<file path="src/hw/rtl/dnsenc_pkg.sv">
// ----------------------------------------------------------------------------
// dnsenc_pkg
// Types and constants shared by the query message encoder modules.
// ----------------------------------------------------------------------------
`default_nettype none

package dnsenc_pkg;

  // label length field, wide enough for any supported label capacity
  localparam int LEN_W    = 6;
  localparam int CFG_IDX_W = 3;
  localparam int CFG_DATA_W = 4;

  localparam logic [7:0] DOT_CHAR = 8'h2e;

  // byte positions inside the fixed parts of the message
  localparam logic [LEN_W-1:0] HDR_LAST_IDX = 6'd11;
  localparam logic [LEN_W-1:0] END_LAST_IDX = 6'd4;

  typedef enum logic [1:0] {
    KIND_HEADER = 2'd0,
    KIND_CHAR   = 2'd1,
    KIND_END    = 2'd2
  } kind_t;

  typedef enum logic [CFG_IDX_W-1:0] {
    REG_RESPONSE_FLAG       = 3'd0,
    REG_OPERATION_CODE      = 3'd1,
    REG_AUTHORITATIVE_FLAG  = 3'd2,
    REG_TRUNCATED_FLAG      = 3'd3,
    REG_RECURSION_DESIRED   = 3'd4,
    REG_RECURSION_AVAILABLE = 3'd5,
    REG_RESERVED_BITS       = 3'd6,
    REG_RESPONSE_CODE       = 3'd7
  } cfg_reg_t;

  typedef enum logic [1:0] {
    CMD_HEADER = 2'd0,
    CMD_LABEL  = 2'd1,
    CMD_END    = 2'd2
  } cmd_op_t;

  // work handed from the front to the back
  typedef struct packed {
    cmd_op_t          op;
    logic             flag;
    logic [15:0]      query_id;
    logic [15:0]      question_count;
    logic [LEN_W-1:0] len;
  } cmd_t;

  // label buffer write from the front
  typedef struct packed {
    logic             en;
    logic [LEN_W-1:0] addr;
    logic [7:0]       data;
  } label_wr_t;

  typedef struct packed {
    logic       response_flag;
    logic [3:0] operation_code;
    logic       authoritative_flag;
    logic       truncated_flag;
    logic       recursion_desired;
    logic       recursion_available;
    logic [2:0] reserved_bits;
    logic [3:0] response_code;
  } cfg_t;

endpackage

`default_nettype wire

</file>
<file path="src/hw/rtl/dnsenc_front.sv">
// ----------------------------------------------------------------------------
// dnsenc_front
// Accepts input transactions, tracks the label being built, writes label
// characters and queues header, label and end-of-question commands.
// ----------------------------------------------------------------------------
`default_nettype none

module dnsenc_front #(
  parameter int LABEL_CAPACITY = 63
) (
  input  wire                     clk,
  input  wire                     rst,
  input  wire                     s_tvalid,
  output logic                    s_tready,
  input  wire  [39:0]             s_tdata,
  input  wire                     s_tlast,
  input  wire  [1:0]              s_tuser,
  input  wire                     q_full,
  output logic                    q_push,
  output dnsenc_pkg::cmd_t        q_cmd,
  output dnsenc_pkg::label_wr_t   label_wr,
  input  wire                     flush_done
);
  import dnsenc_pkg::*;

  logic [LEN_W-1:0] len;
  logic [LEN_W-1:0] len_next;
  logic             ovf;
  logic             ovf_next;
  logic             flush_busy;
  logic             flush_busy_next;

  logic             accept;
  logic             pending;
  logic [LEN_W-1:0] grown_len;
  logic             grown_ovf;
  logic [7:0]       name_char;

  assign name_char = s_tdata[39:32];
  assign s_tready  = !q_full && !flush_busy;
  assign accept    = s_tvalid && s_tready;
  assign pending   = (len != '0) || ovf;

  // label state and command generation
  always_comb begin
    len_next        = len;
    ovf_next        = ovf;
    flush_busy_next = flush_busy;
    q_push          = 1'b0;
    q_cmd.op             = CMD_HEADER;
    q_cmd.flag           = pending;
    q_cmd.query_id       = s_tdata[15:0];
    q_cmd.question_count = s_tdata[31:16];
    q_cmd.len            = len;
    label_wr.en   = 1'b0;
    label_wr.addr = len;
    label_wr.data = name_char;
    grown_len     = len;
    grown_ovf     = ovf;

    if (flush_done) begin
      flush_busy_next = 1'b0;
    end

    if (accept) begin
      unique case (kind_t'(s_tuser))
        KIND_HEADER: begin
          q_push   = 1'b1;
          q_cmd.op = CMD_HEADER;
          len_next = '0;
          ovf_next = 1'b0;
        end
        KIND_CHAR: begin
          if (name_char == DOT_CHAR) begin
            q_push          = 1'b1;
            q_cmd.op        = CMD_LABEL;
            q_cmd.flag      = ovf;
            q_cmd.len       = len;
            len_next        = '0;
            ovf_next        = 1'b0;
            flush_busy_next = 1'b1;
          end else begin
            // append while room remains, otherwise mark truncation
            if (len < LEN_W'(LABEL_CAPACITY)) begin
              label_wr.en = 1'b1;
              grown_len   = len + 1'b1;
            end else begin
              grown_ovf = 1'b1;
            end
            len_next = grown_len;
            ovf_next = grown_ovf;
            if (s_tlast) begin
              q_push          = 1'b1;
              q_cmd.op        = CMD_LABEL;
              q_cmd.flag      = grown_ovf;
              q_cmd.len       = grown_len;
              len_next        = '0;
              ovf_next        = 1'b0;
              flush_busy_next = 1'b1;
            end
          end
        end
        KIND_END: begin
          q_push   = 1'b1;
          q_cmd.op = CMD_END;
          len_next = '0;
          ovf_next = 1'b0;
        end
        default: begin
        end
      endcase
    end
  end

  always_ff @(posedge clk) begin
    if (rst) begin
      len        <= '0;
      ovf        <= 1'b0;
      flush_busy <= 1'b0;
    end else begin
      len        <= len_next;
      ovf        <= ovf_next;
      flush_busy <= flush_busy_next;
    end
  end

endmodule

`default_nettype wire

</file>
<file path="src/hw/rtl/dnsenc_cmd_fifo.sv">
// ----------------------------------------------------------------------------
// dnsenc_cmd_fifo
// Short command queue between the front and the back.
// ----------------------------------------------------------------------------
`default_nettype none

module dnsenc_cmd_fifo #(
  parameter int DEPTH = 4
) (
  input  wire               clk,
  input  wire               rst,
  input  wire               push,
  input  dnsenc_pkg::cmd_t  push_cmd,
  output logic              full,
  input  wire               pop,
  output dnsenc_pkg::cmd_t  pop_cmd,
  output logic              empty
);
  import dnsenc_pkg::*;

  localparam int PTR_W = (DEPTH > 1) ? $clog2(DEPTH) : 1;
  localparam int CNT_W = $clog2(DEPTH + 1);

  cmd_t             entries [DEPTH];
  logic [PTR_W-1:0] wr_ptr;
  logic [PTR_W-1:0] rd_ptr;
  logic [CNT_W-1:0] count;
  logic             do_push;
  logic             do_pop;

  assign full    = (count == CNT_W'(DEPTH));
  assign empty   = (count == '0);
  assign do_push = push && !full;
  assign do_pop  = pop && !empty;
  assign pop_cmd = entries[rd_ptr];

  // storage
  always_ff @(posedge clk) begin
    if (do_push) begin
      entries[wr_ptr] <= push_cmd;
    end
  end

  // pointers and fill count
  always_ff @(posedge clk) begin
    if (rst) begin
      wr_ptr <= '0;
      rd_ptr <= '0;
      count  <= '0;
    end else begin
      if (do_push) begin
        wr_ptr <= (wr_ptr == PTR_W'(DEPTH - 1)) ? '0 : wr_ptr + 1'b1;
      end
      if (do_pop) begin
        rd_ptr <= (rd_ptr == PTR_W'(DEPTH - 1)) ? '0 : rd_ptr + 1'b1;
      end
      count <= count + CNT_W'(do_push) - CNT_W'(do_pop);
    end
  end

endmodule

`default_nettype wire

</file>
<file path="src/hw/rtl/dnsenc_back.sv">
// ----------------------------------------------------------------------------
// dnsenc_back
// Executes each queued command at one output byte per cycle while m_tready allows; holds the label buffer.
// ----------------------------------------------------------------------------
`default_nettype none

module dnsenc_back #(
  parameter int LABEL_CAPACITY = 63
) (
  input  wire                     clk,
  input  wire                     rst,
  input  dnsenc_pkg::cfg_t        cfg,
  input  dnsenc_pkg::label_wr_t   label_wr,
  input  wire                     q_empty,
  input  dnsenc_pkg::cmd_t        q_cmd,
  output logic                    q_pop,
  output logic                    flush_done,
  output logic                    m_tvalid,
  input  wire                     m_tready,
  output logic [7:0]              m_tdata,
  output logic                    m_tlast,
  output logic                    m_tuser
);
  import dnsenc_pkg::*;

  localparam int ADDR_W = (LABEL_CAPACITY > 1) ? $clog2(LABEL_CAPACITY) : 1;

  logic [7:0] label_mem [LABEL_CAPACITY];
  logic [7:0] rd_data;

  cmd_t             cmd;
  logic             active;
  logic [LEN_W-1:0] idx;

  logic             s1_valid;
  logic             s1_from_mem;
  logic [7:0]       s1_byte;
  logic             s1_last;
  logic             s1_flag;

  logic             out_adv;
  logic             s1_free;
  logic             issue;
  logic [7:0]       gen_byte;
  logic             gen_from_mem;
  logic             gen_last;
  logic [LEN_W-1:0] rd_idx;
  logic [7:0]       flags1;
  logic [7:0]       flags2;

  assign flags1 = {cfg.response_flag, cfg.operation_code, cfg.authoritative_flag,
                   cfg.truncated_flag, cfg.recursion_desired};
  assign flags2 = {cfg.recursion_available, cfg.reserved_bits, cfg.response_code};

  assign out_adv = !m_tvalid || m_tready;
  assign s1_free = !s1_valid || out_adv;
  assign issue   = active && s1_free;
  assign q_pop   = !active && !q_empty;
  assign rd_idx  = idx - 1'b1;

  // byte generator for the current command
  always_comb begin
    gen_byte     = 8'h00;
    gen_from_mem = 1'b0;
    gen_last     = 1'b0;
    unique case (cmd.op)
      CMD_HEADER: begin
        unique case (idx)
          6'd0:    gen_byte = cmd.query_id[15:8];
          6'd1:    gen_byte = cmd.query_id[7:0];
          6'd2:    gen_byte = flags1;
          6'd3:    gen_byte = flags2;
          6'd4:    gen_byte = cmd.question_count[15:8];
          6'd5:    gen_byte = cmd.question_count[7:0];
          default: gen_byte = 8'h00;
        endcase
        gen_last = (idx == HDR_LAST_IDX);
      end
      CMD_LABEL: begin
        if (idx == '0) begin
          gen_byte = {{(8 - LEN_W){1'b0}}, cmd.len};
        end else begin
          gen_from_mem = 1'b1;
        end
        gen_last = (idx == cmd.len);
      end
      CMD_END: begin
        gen_byte = ((idx == 6'd2) || (idx == 6'd4)) ? 8'h01 : 8'h00;
        gen_last = (idx == END_LAST_IDX);
      end
      default: begin
        gen_last = 1'b1;
      end
    endcase
  end

  assign flush_done = issue && gen_last && (cmd.op == CMD_LABEL);

  // label buffer
  always_ff @(posedge clk) begin
    if (label_wr.en) begin
      label_mem[label_wr.addr[ADDR_W-1:0]] <= label_wr.data;
    end
    if (issue && gen_from_mem) begin
      rd_data <= label_mem[rd_idx[ADDR_W-1:0]];
    end
  end

  // command sequencer
  always_ff @(posedge clk) begin
    if (rst) begin
      active <= 1'b0;
      idx    <= '0;
    end else if (q_pop) begin
      active <= 1'b1;
      idx    <= '0;
    end else if (issue) begin
      idx <= idx + 1'b1;
      if (gen_last) begin
        active <= 1'b0;
      end
    end
  end

  always_ff @(posedge clk) begin
    if (q_pop) begin
      cmd <= q_cmd;
    end
  end

  // byte stage aligned with the buffer read
  always_ff @(posedge clk) begin
    if (rst) begin
      s1_valid <= 1'b0;
    end else if (s1_free) begin
      s1_valid <= issue;
    end
  end

  always_ff @(posedge clk) begin
    if (issue) begin
      s1_from_mem <= gen_from_mem;
      s1_byte     <= gen_byte;
      s1_last     <= gen_last;
      s1_flag     <= cmd.flag;
    end
  end

  // output register
  always_ff @(posedge clk) begin
    if (rst) begin
      m_tvalid <= 1'b0;
    end else if (out_adv) begin
      m_tvalid <= s1_valid;
    end
  end

  always_ff @(posedge clk) begin
    if (out_adv && s1_valid) begin
      m_tdata <= s1_from_mem ? rd_data : s1_byte;
      m_tlast <= s1_last;
      m_tuser <= s1_flag;
    end
  end

endmodule

`default_nettype wire

</file>
<file path="src/hw/rtl/dns_query_message_encoder_top.sv">
// ----------------------------------------------------------------------------
// dns_query_message_encoder_top
// Turns header, name character and end-of-question transactions into the
// wire bytes of a DNS query message.
// ----------------------------------------------------------------------------
// A header transaction emits 12 bytes, an end-of-question transaction 5 bytes,
// and a label flush (dot or last character) emits the length byte plus the
// kept characters; each command leaves at one byte per cycle while m_tready is
// high, and the back end fetches each command from the command queue. While a
// label flush is still reading the label buffer the input side holds tready
// low, so the next transaction waits for that flush. Labels beyond
// LABEL_CAPACITY characters are cut and flagged in m_tuser, which also flags
// a dropped partial label on header and end-of-question bytes; m_tlast marks
// the final byte caused by one input transaction.
`default_nettype none

module dns_query_message_encoder_top #(
  parameter int LABEL_CAPACITY = 63
) (
  input  wire                                  clk,
  input  wire                                  rst,
  // config write port
  input  wire                                  cfg_we,
  input  wire  [dnsenc_pkg::CFG_IDX_W-1:0]     cfg_index,
  input  wire  [dnsenc_pkg::CFG_DATA_W-1:0]    cfg_data,
  // input stream
  input  wire                                  s_tvalid,
  output logic                                 s_tready,
  input  wire  [39:0]                          s_tdata,  // query_id, question_count, name_char
  input  wire                                  s_tlast,  // last_char
  input  wire  [1:0]                           s_tuser,  // kind
  // output stream
  output logic                                 m_tvalid,
  input  wire                                  m_tready,
  output logic [7:0]                           m_tdata,  // out_byte
  output logic                                 m_tlast,  // last_byte
  output logic                                 m_tuser   // label_too_long
);
  import dnsenc_pkg::*;

  cfg_t      cfg;
  cmd_t      push_cmd;
  cmd_t      pop_cmd;
  label_wr_t label_wr;
  logic      q_push;
  logic      q_pop;
  logic      q_full;
  logic      q_empty;
  logic      flush_done;

  // configuration registers
  always_ff @(posedge clk) begin
    if (rst) begin
      cfg.response_flag       <= 1'b0;
      cfg.operation_code      <= 4'd0;
      cfg.authoritative_flag  <= 1'b0;
      cfg.truncated_flag      <= 1'b0;
      cfg.recursion_desired   <= 1'b1;
      cfg.recursion_available <= 1'b0;
      cfg.reserved_bits       <= 3'd0;
      cfg.response_code       <= 4'd0;
    end else if (cfg_we) begin
      unique case (cfg_reg_t'(cfg_index))
        REG_RESPONSE_FLAG:       cfg.response_flag       <= cfg_data[0];
        REG_OPERATION_CODE:      cfg.operation_code      <= cfg_data[3:0];
        REG_AUTHORITATIVE_FLAG:  cfg.authoritative_flag  <= cfg_data[0];
        REG_TRUNCATED_FLAG:      cfg.truncated_flag      <= cfg_data[0];
        REG_RECURSION_DESIRED:   cfg.recursion_desired   <= cfg_data[0];
        REG_RECURSION_AVAILABLE: cfg.recursion_available <= cfg_data[0];
        REG_RESERVED_BITS:       cfg.reserved_bits       <= cfg_data[2:0];
        REG_RESPONSE_CODE:       cfg.response_code       <= cfg_data[3:0];
        default: begin
        end
      endcase
    end
  end

  dnsenc_front #(
    .LABEL_CAPACITY(LABEL_CAPACITY)
  ) u_front (
    .clk       (clk),
    .rst       (rst),
    .s_tvalid  (s_tvalid),
    .s_tready  (s_tready),
    .s_tdata   (s_tdata),
    .s_tlast   (s_tlast),
    .s_tuser   (s_tuser),
    .q_full    (q_full),
    .q_push    (q_push),
    .q_cmd     (push_cmd),
    .label_wr  (label_wr),
    .flush_done(flush_done)
  );

  dnsenc_cmd_fifo #(
    .DEPTH(4)
  ) u_fifo (
    .clk     (clk),
    .rst     (rst),
    .push    (q_push),
    .push_cmd(push_cmd),
    .full    (q_full),
    .pop     (q_pop),
    .pop_cmd (pop_cmd),
    .empty   (q_empty)
  );

  dnsenc_back #(
    .LABEL_CAPACITY(LABEL_CAPACITY)
  ) u_back (
    .clk       (clk),
    .rst       (rst),
    .cfg       (cfg),
    .label_wr  (label_wr),
    .q_empty   (q_empty),
    .q_cmd     (pop_cmd),
    .q_pop     (q_pop),
    .flush_done(flush_done),
    .m_tvalid  (m_tvalid),
    .m_tready  (m_tready),
    .m_tdata   (m_tdata),
    .m_tlast   (m_tlast),
    .m_tuser   (m_tuser)
  );

endmodule

`default_nettype wire

</file>
<file path="config.mk">
export PLATFORM = sky130hd
export DESIGN_NAME = dns_query_message_encoder_top
export DESIGN_NICKNAME = d
export VERILOG_FILES = /design/src/hw/rtl/dnsenc_pkg.sv /design/src/hw/rtl/dnsenc_front.sv /design/src/hw/rtl/dnsenc_cmd_fifo.sv /design/src/hw/rtl/dnsenc_back.sv /design/src/hw/rtl/dns_query_message_encoder_top.sv
export SDC_FILE = /design/constraint.sdc
export NUM_CORES = 1
export LEC_CHECK = 0
export ABC_AREA = 1
export ABC_CLOCK_PERIOD_IN_PS = 6310
export BUFFER_PORTS_ARGS = -buffer_cell sky130_fd_sc_hd__buf_2
export CORE_UTILIZATION = 45
export CTS_BUF_LIST = sky130_fd_sc_hd__clkbuf_4 sky130_fd_sc_hd__clkbuf_8 sky130_fd_sc_hd__clkbuf_16
export CTS_CLUSTER_SIZE = 25
export DETAILED_ROUTE_END_ITERATION = 16
export PLACE_DENSITY = 0.69
export SETUP_SLACK_MARGIN = 0.02
export SLEW_MARGIN = 30
export SYNTH_ARGS = -nofsm -noshare
export SYNTH_HDL_FRONTEND = slang
export SYNTH_HIERARCHICAL = 1
export SYNTH_SLANG_ARGS = --single-unit
</file>
<file path="constraint.sdc">
create_clock -name clk -period 6.31 [get_ports clk]
set_input_delay 1.262 -clock clk [delete_from_list [all_inputs] [get_ports clk]]
set_output_delay 1.262 -clock clk [all_outputs]
set_load 0.02 [all_outputs]
</file>
==> summary.md <==
| Metric | Value |
|---|---|
| Period utilization | `63.7%` |
| Largest net degree at the start of global routing | `200` |
| Via-per-instance ratio | `5.24` |
| P per Cell Area | `415 mW/mm2` |
| #FFs+latches synth | `780` |
| Yosys top cell area share | `66.4%` |
| Clk_lat worst skew | `650 ps` |
| Max Fclk | `0.249 GHz` |
| Drt pass-1 iters | `6` |
| Outcome | `finished, final reports clean` |
| R2r setup slk | `2490 ps` |
| Final ANT Viol Nets | `0` |
| Clock-pin slew on the worst setup and hold paths | `60 ps` |
| Worst Min Path Start | `u_back/s1_last` |
| Fin. Hold Viols | `0` |
| Die area | `0.0752 mm2` |
| Setup violations, final | `0` |
| Area added between synthesis and finish | `10.8%` |
| Worst setup EP type | `flip-flop` |
| Setup ws final | `2290 ps` |
| Synth warn | `6` |
| RSZ-0062 raised after global routing | `no` |
| Synth Net Count | `3167` |
| WL final | `77900 um` |
| Primary FF master, synth | `edfxtp_1` |
| Input/output buffers | `66` |
| Worst hold path type | `flip-flop to flip-flop` |
| Critical path endpoint | `u_back/label_mem[9][0]` |
| Core area | `0.0732 mm2` |
| Vias in the first global route | `20900` |
| Cell variety after synth | `45` |
| CP startpoint kind | `input pin` |
| Root buf cell | `clkbuf_16` |
| Worst-path cell chain | `buf_2 > inv_1 > ha_1 > inv_1 > nor2_8 > nand2_1 > nor2_1 > nand4_1 > nor2_1` |
| Initial Util | `45.6%` |
| Gr ovfl total | `0` |
| Top post-synthesis cells by count | `nand2_1, edfxtp_1, nand3_1, inv_1, nor2_1` |
| Final Net Count | `3173` |
| VDD IR max | `0.294 mV` |
| TritonCTS clock tree | `built` |
| Filler instances | `6279` |
| First-pass GRT wire length | `120000 um` |
| Max-cap violations | `0` |
| Routability Congestion | `0.846` |
| Share of cells above drive strength 1 | `9.01%` |
| Worst-path cell with the longest stage delay | `nand4_1` |
| Avg Cell Area, Syn | `10.8 um2` |
| Critical path origin | `s_tuser[1]` |
| Cts hold-fix bufs | `0` |
| Async SR Flop Fraction | `0%` |
| Post-synth EDFFs | `738` |
| Total track usage | `20.8%` |
| Synth area leaders | `edfxtp_1, nand2_1, nand3_1` |
| CTS resizes | `0` |
| CTS max path bufs | `3` |
| Cell count after synthesis | `3093` |
| Mapped Area | `0.0334 mm2` |
| Post-synth top area cell | `edfxtp_1` |
| Most frequent cell after synthesis | `nand2_1` |
| Antenna violations before repair | `2` |
| CP arrival | `4250 ps` |
| Seq/Total Area, Yosys | `68.9%` |
| Detailed-route via count | `21600` |
| CP max stage delay | `950 ps` |
| Post-place setup slack | `1760 ps` |
| Pleak | `14.3 nW` |
| Number of remaining DRC errors | `0` |
| Tmin final | `4020 ps` |
| Final slew viol count | `0` |
| TritonCTS buffer count | `80` |
| Total power | `15.4 mW` |
| Reg2Reg Depth | `10` |
| CP Class | `input pin to flip-flop` |
| Post-CTS setup buffer count | `0` |
| Relative slew slack | `28.1%` |
| Iteration-0 DRC Markers | `2312` |
| Die Ht | `274 um` |
| CTS H-tree depth | `3` |
| Hpwl dp | `46100 um` |
| Hold slack | `420 ps` |
| Reg-to-reg endpoint | `u_back/label_mem[9][0]` |
| Die width | `274 um` |
| Wire per inst | `18.9 um` |
| Worst Tran Pin Value | `1080 ps` |
| Setup Skew | `66.2 ps` |
| WP data required | `6540 ps` |
| IO Pins | `67` |
| Setup_tns | `0 ps` |
| Max FO, Critical Path | `8` |
| Worst r2r src | `u_fifo/count[1]` |
| Sink Count | `780` |
| Row cnt | `99` |
cell type report:
type	count	area, um2	share of cell area [%]
sequential	780	23000	62.2
antenna	3	7.51	0.0203
tap	959	1200	3.24
timing repair buffer	99	629	1.70
clock inverter	43	490	1.33
clock buffer	102	2210	5.99
multi-input combinational	1773	8060	21.8
inverter	365	1380	3.73
registers in the layout, indices dropped and copies added, names as in the netlist, 2 cells and up, named ones only:
| register | cells |
|---|---|
| u_back/m_tdata | 8 |
| u_fifo/rd_ptr | 2 |
| u_fifo/count | 3 |
| u_back/label_mem | 504 |
| u_back/cmd | 41 |
| cfg | 16 |
| u_back/rd_data | 8 |
| u_back/idx | 6 |
| u_fifo/entries | 164 |
| u_front/len | 6 |
| u_fifo/wr_ptr | 2 |
| u_back/s1_byte | 8 |
how the worst min path moves through the flow:
stage | endpoint | slack, ps | depth (start not counted)
2_1_floorplan | u_back/m_tlast | 400 | 0
3_3_place_gp | u_back/m_tlast | 400 | 0
3_5_place_dp | u_back/m_tlast | 410 | 0
4_1_cts | u_back/m_tlast | 420 | 0
5_1_grt | u_back/m_tlast | 440 | 0
6_report | u_back/m_tlast | 420 | 0
placed cells by master, fill, tap and decap left out, drive strengths merged:
| cell type | n |
|---|---|
| or2 | 2 |
| a21oi | 26 |
| nand4 | 13 |
| o211ai | 3 |
| nand3 | 418 |
| clkinvlp | 4 |
| o21a | 1 |
| o22ai | 43 |
| mux2 | 8 |
| nor2 | 303 |
| nor3 | 3 |
| buf | 99 |
| nand2 | 793 |
| edfxtp | 738 |
| xor2 | 4 |
| diode | 3 |
| ha | 18 |
| fa | 1 |
| bufinv | 6 |
| o21ai | 126 |
| o31ai | 2 |
| clkinv | 33 |
| a21boi | 2 |
| xnor2 | 2 |
| clkbuf | 102 |
| a31oi | 2 |
| inv | 365 |
| dfxtp | 42 |
| nand3b | 3 |
power by group:
group	switching, mW	leakage [nW]	internal (mW)
Combinational	3.15	5.97	1.21
Clock	2.01	1.34	2.77
Sequential	0.140	7.02	6.09
layer usage:
metal / share of wire, % / vias up / track usage (%) / wire [um]
met2: 45 / 955 / 31.8 / 35000
li1: - / 10300 / - / -
met1: 43 / 10200 / 29.7 / 33800
met5: 0.017 / - / 0 / 13
met4: 3.1 / 2 / 7.91 / 2390
met3: 8.4 / 161 / 3.65 / 6570
logic make-up (layout without fill, tap and decap cells):
family	count (synthesis)	after routing	share of synthesized area, %
buffers and inverters	540	609	7.07
AND/OR/NAND/NOR	1535	1535	19.4
adder cells (fa/ha/maj)	19	19	0.735
AO/OA/AOI/OAI	205	205	3.30
other	0	3	0
flip-flops	780	780	68.9
multiplexers	8	8	0.270
XOR/XNOR	6	6	0.315
metrics by stage:
step | std cells | util (%) | cell area (um2)
floorplan | 3093 | - | 33400
global placement | 3973 | 46.7 | 34200
detailed placement | 3976 | 46.8 | 34300
CTS | 4121 | 50.5 | 37000
global route | 4122 | 50.5 | 37000
finish | 4124 | 50.5 | 37000
worst max-delay path, delay by kind of cell:
family | cells | cell delay (ps)
buffers and inverters | 3 | 290
and+or+nand+nor | 5 | 2550
adders and majority gates | 1 | 140
No activity file was read; power rests on OpenSTA's default activity.
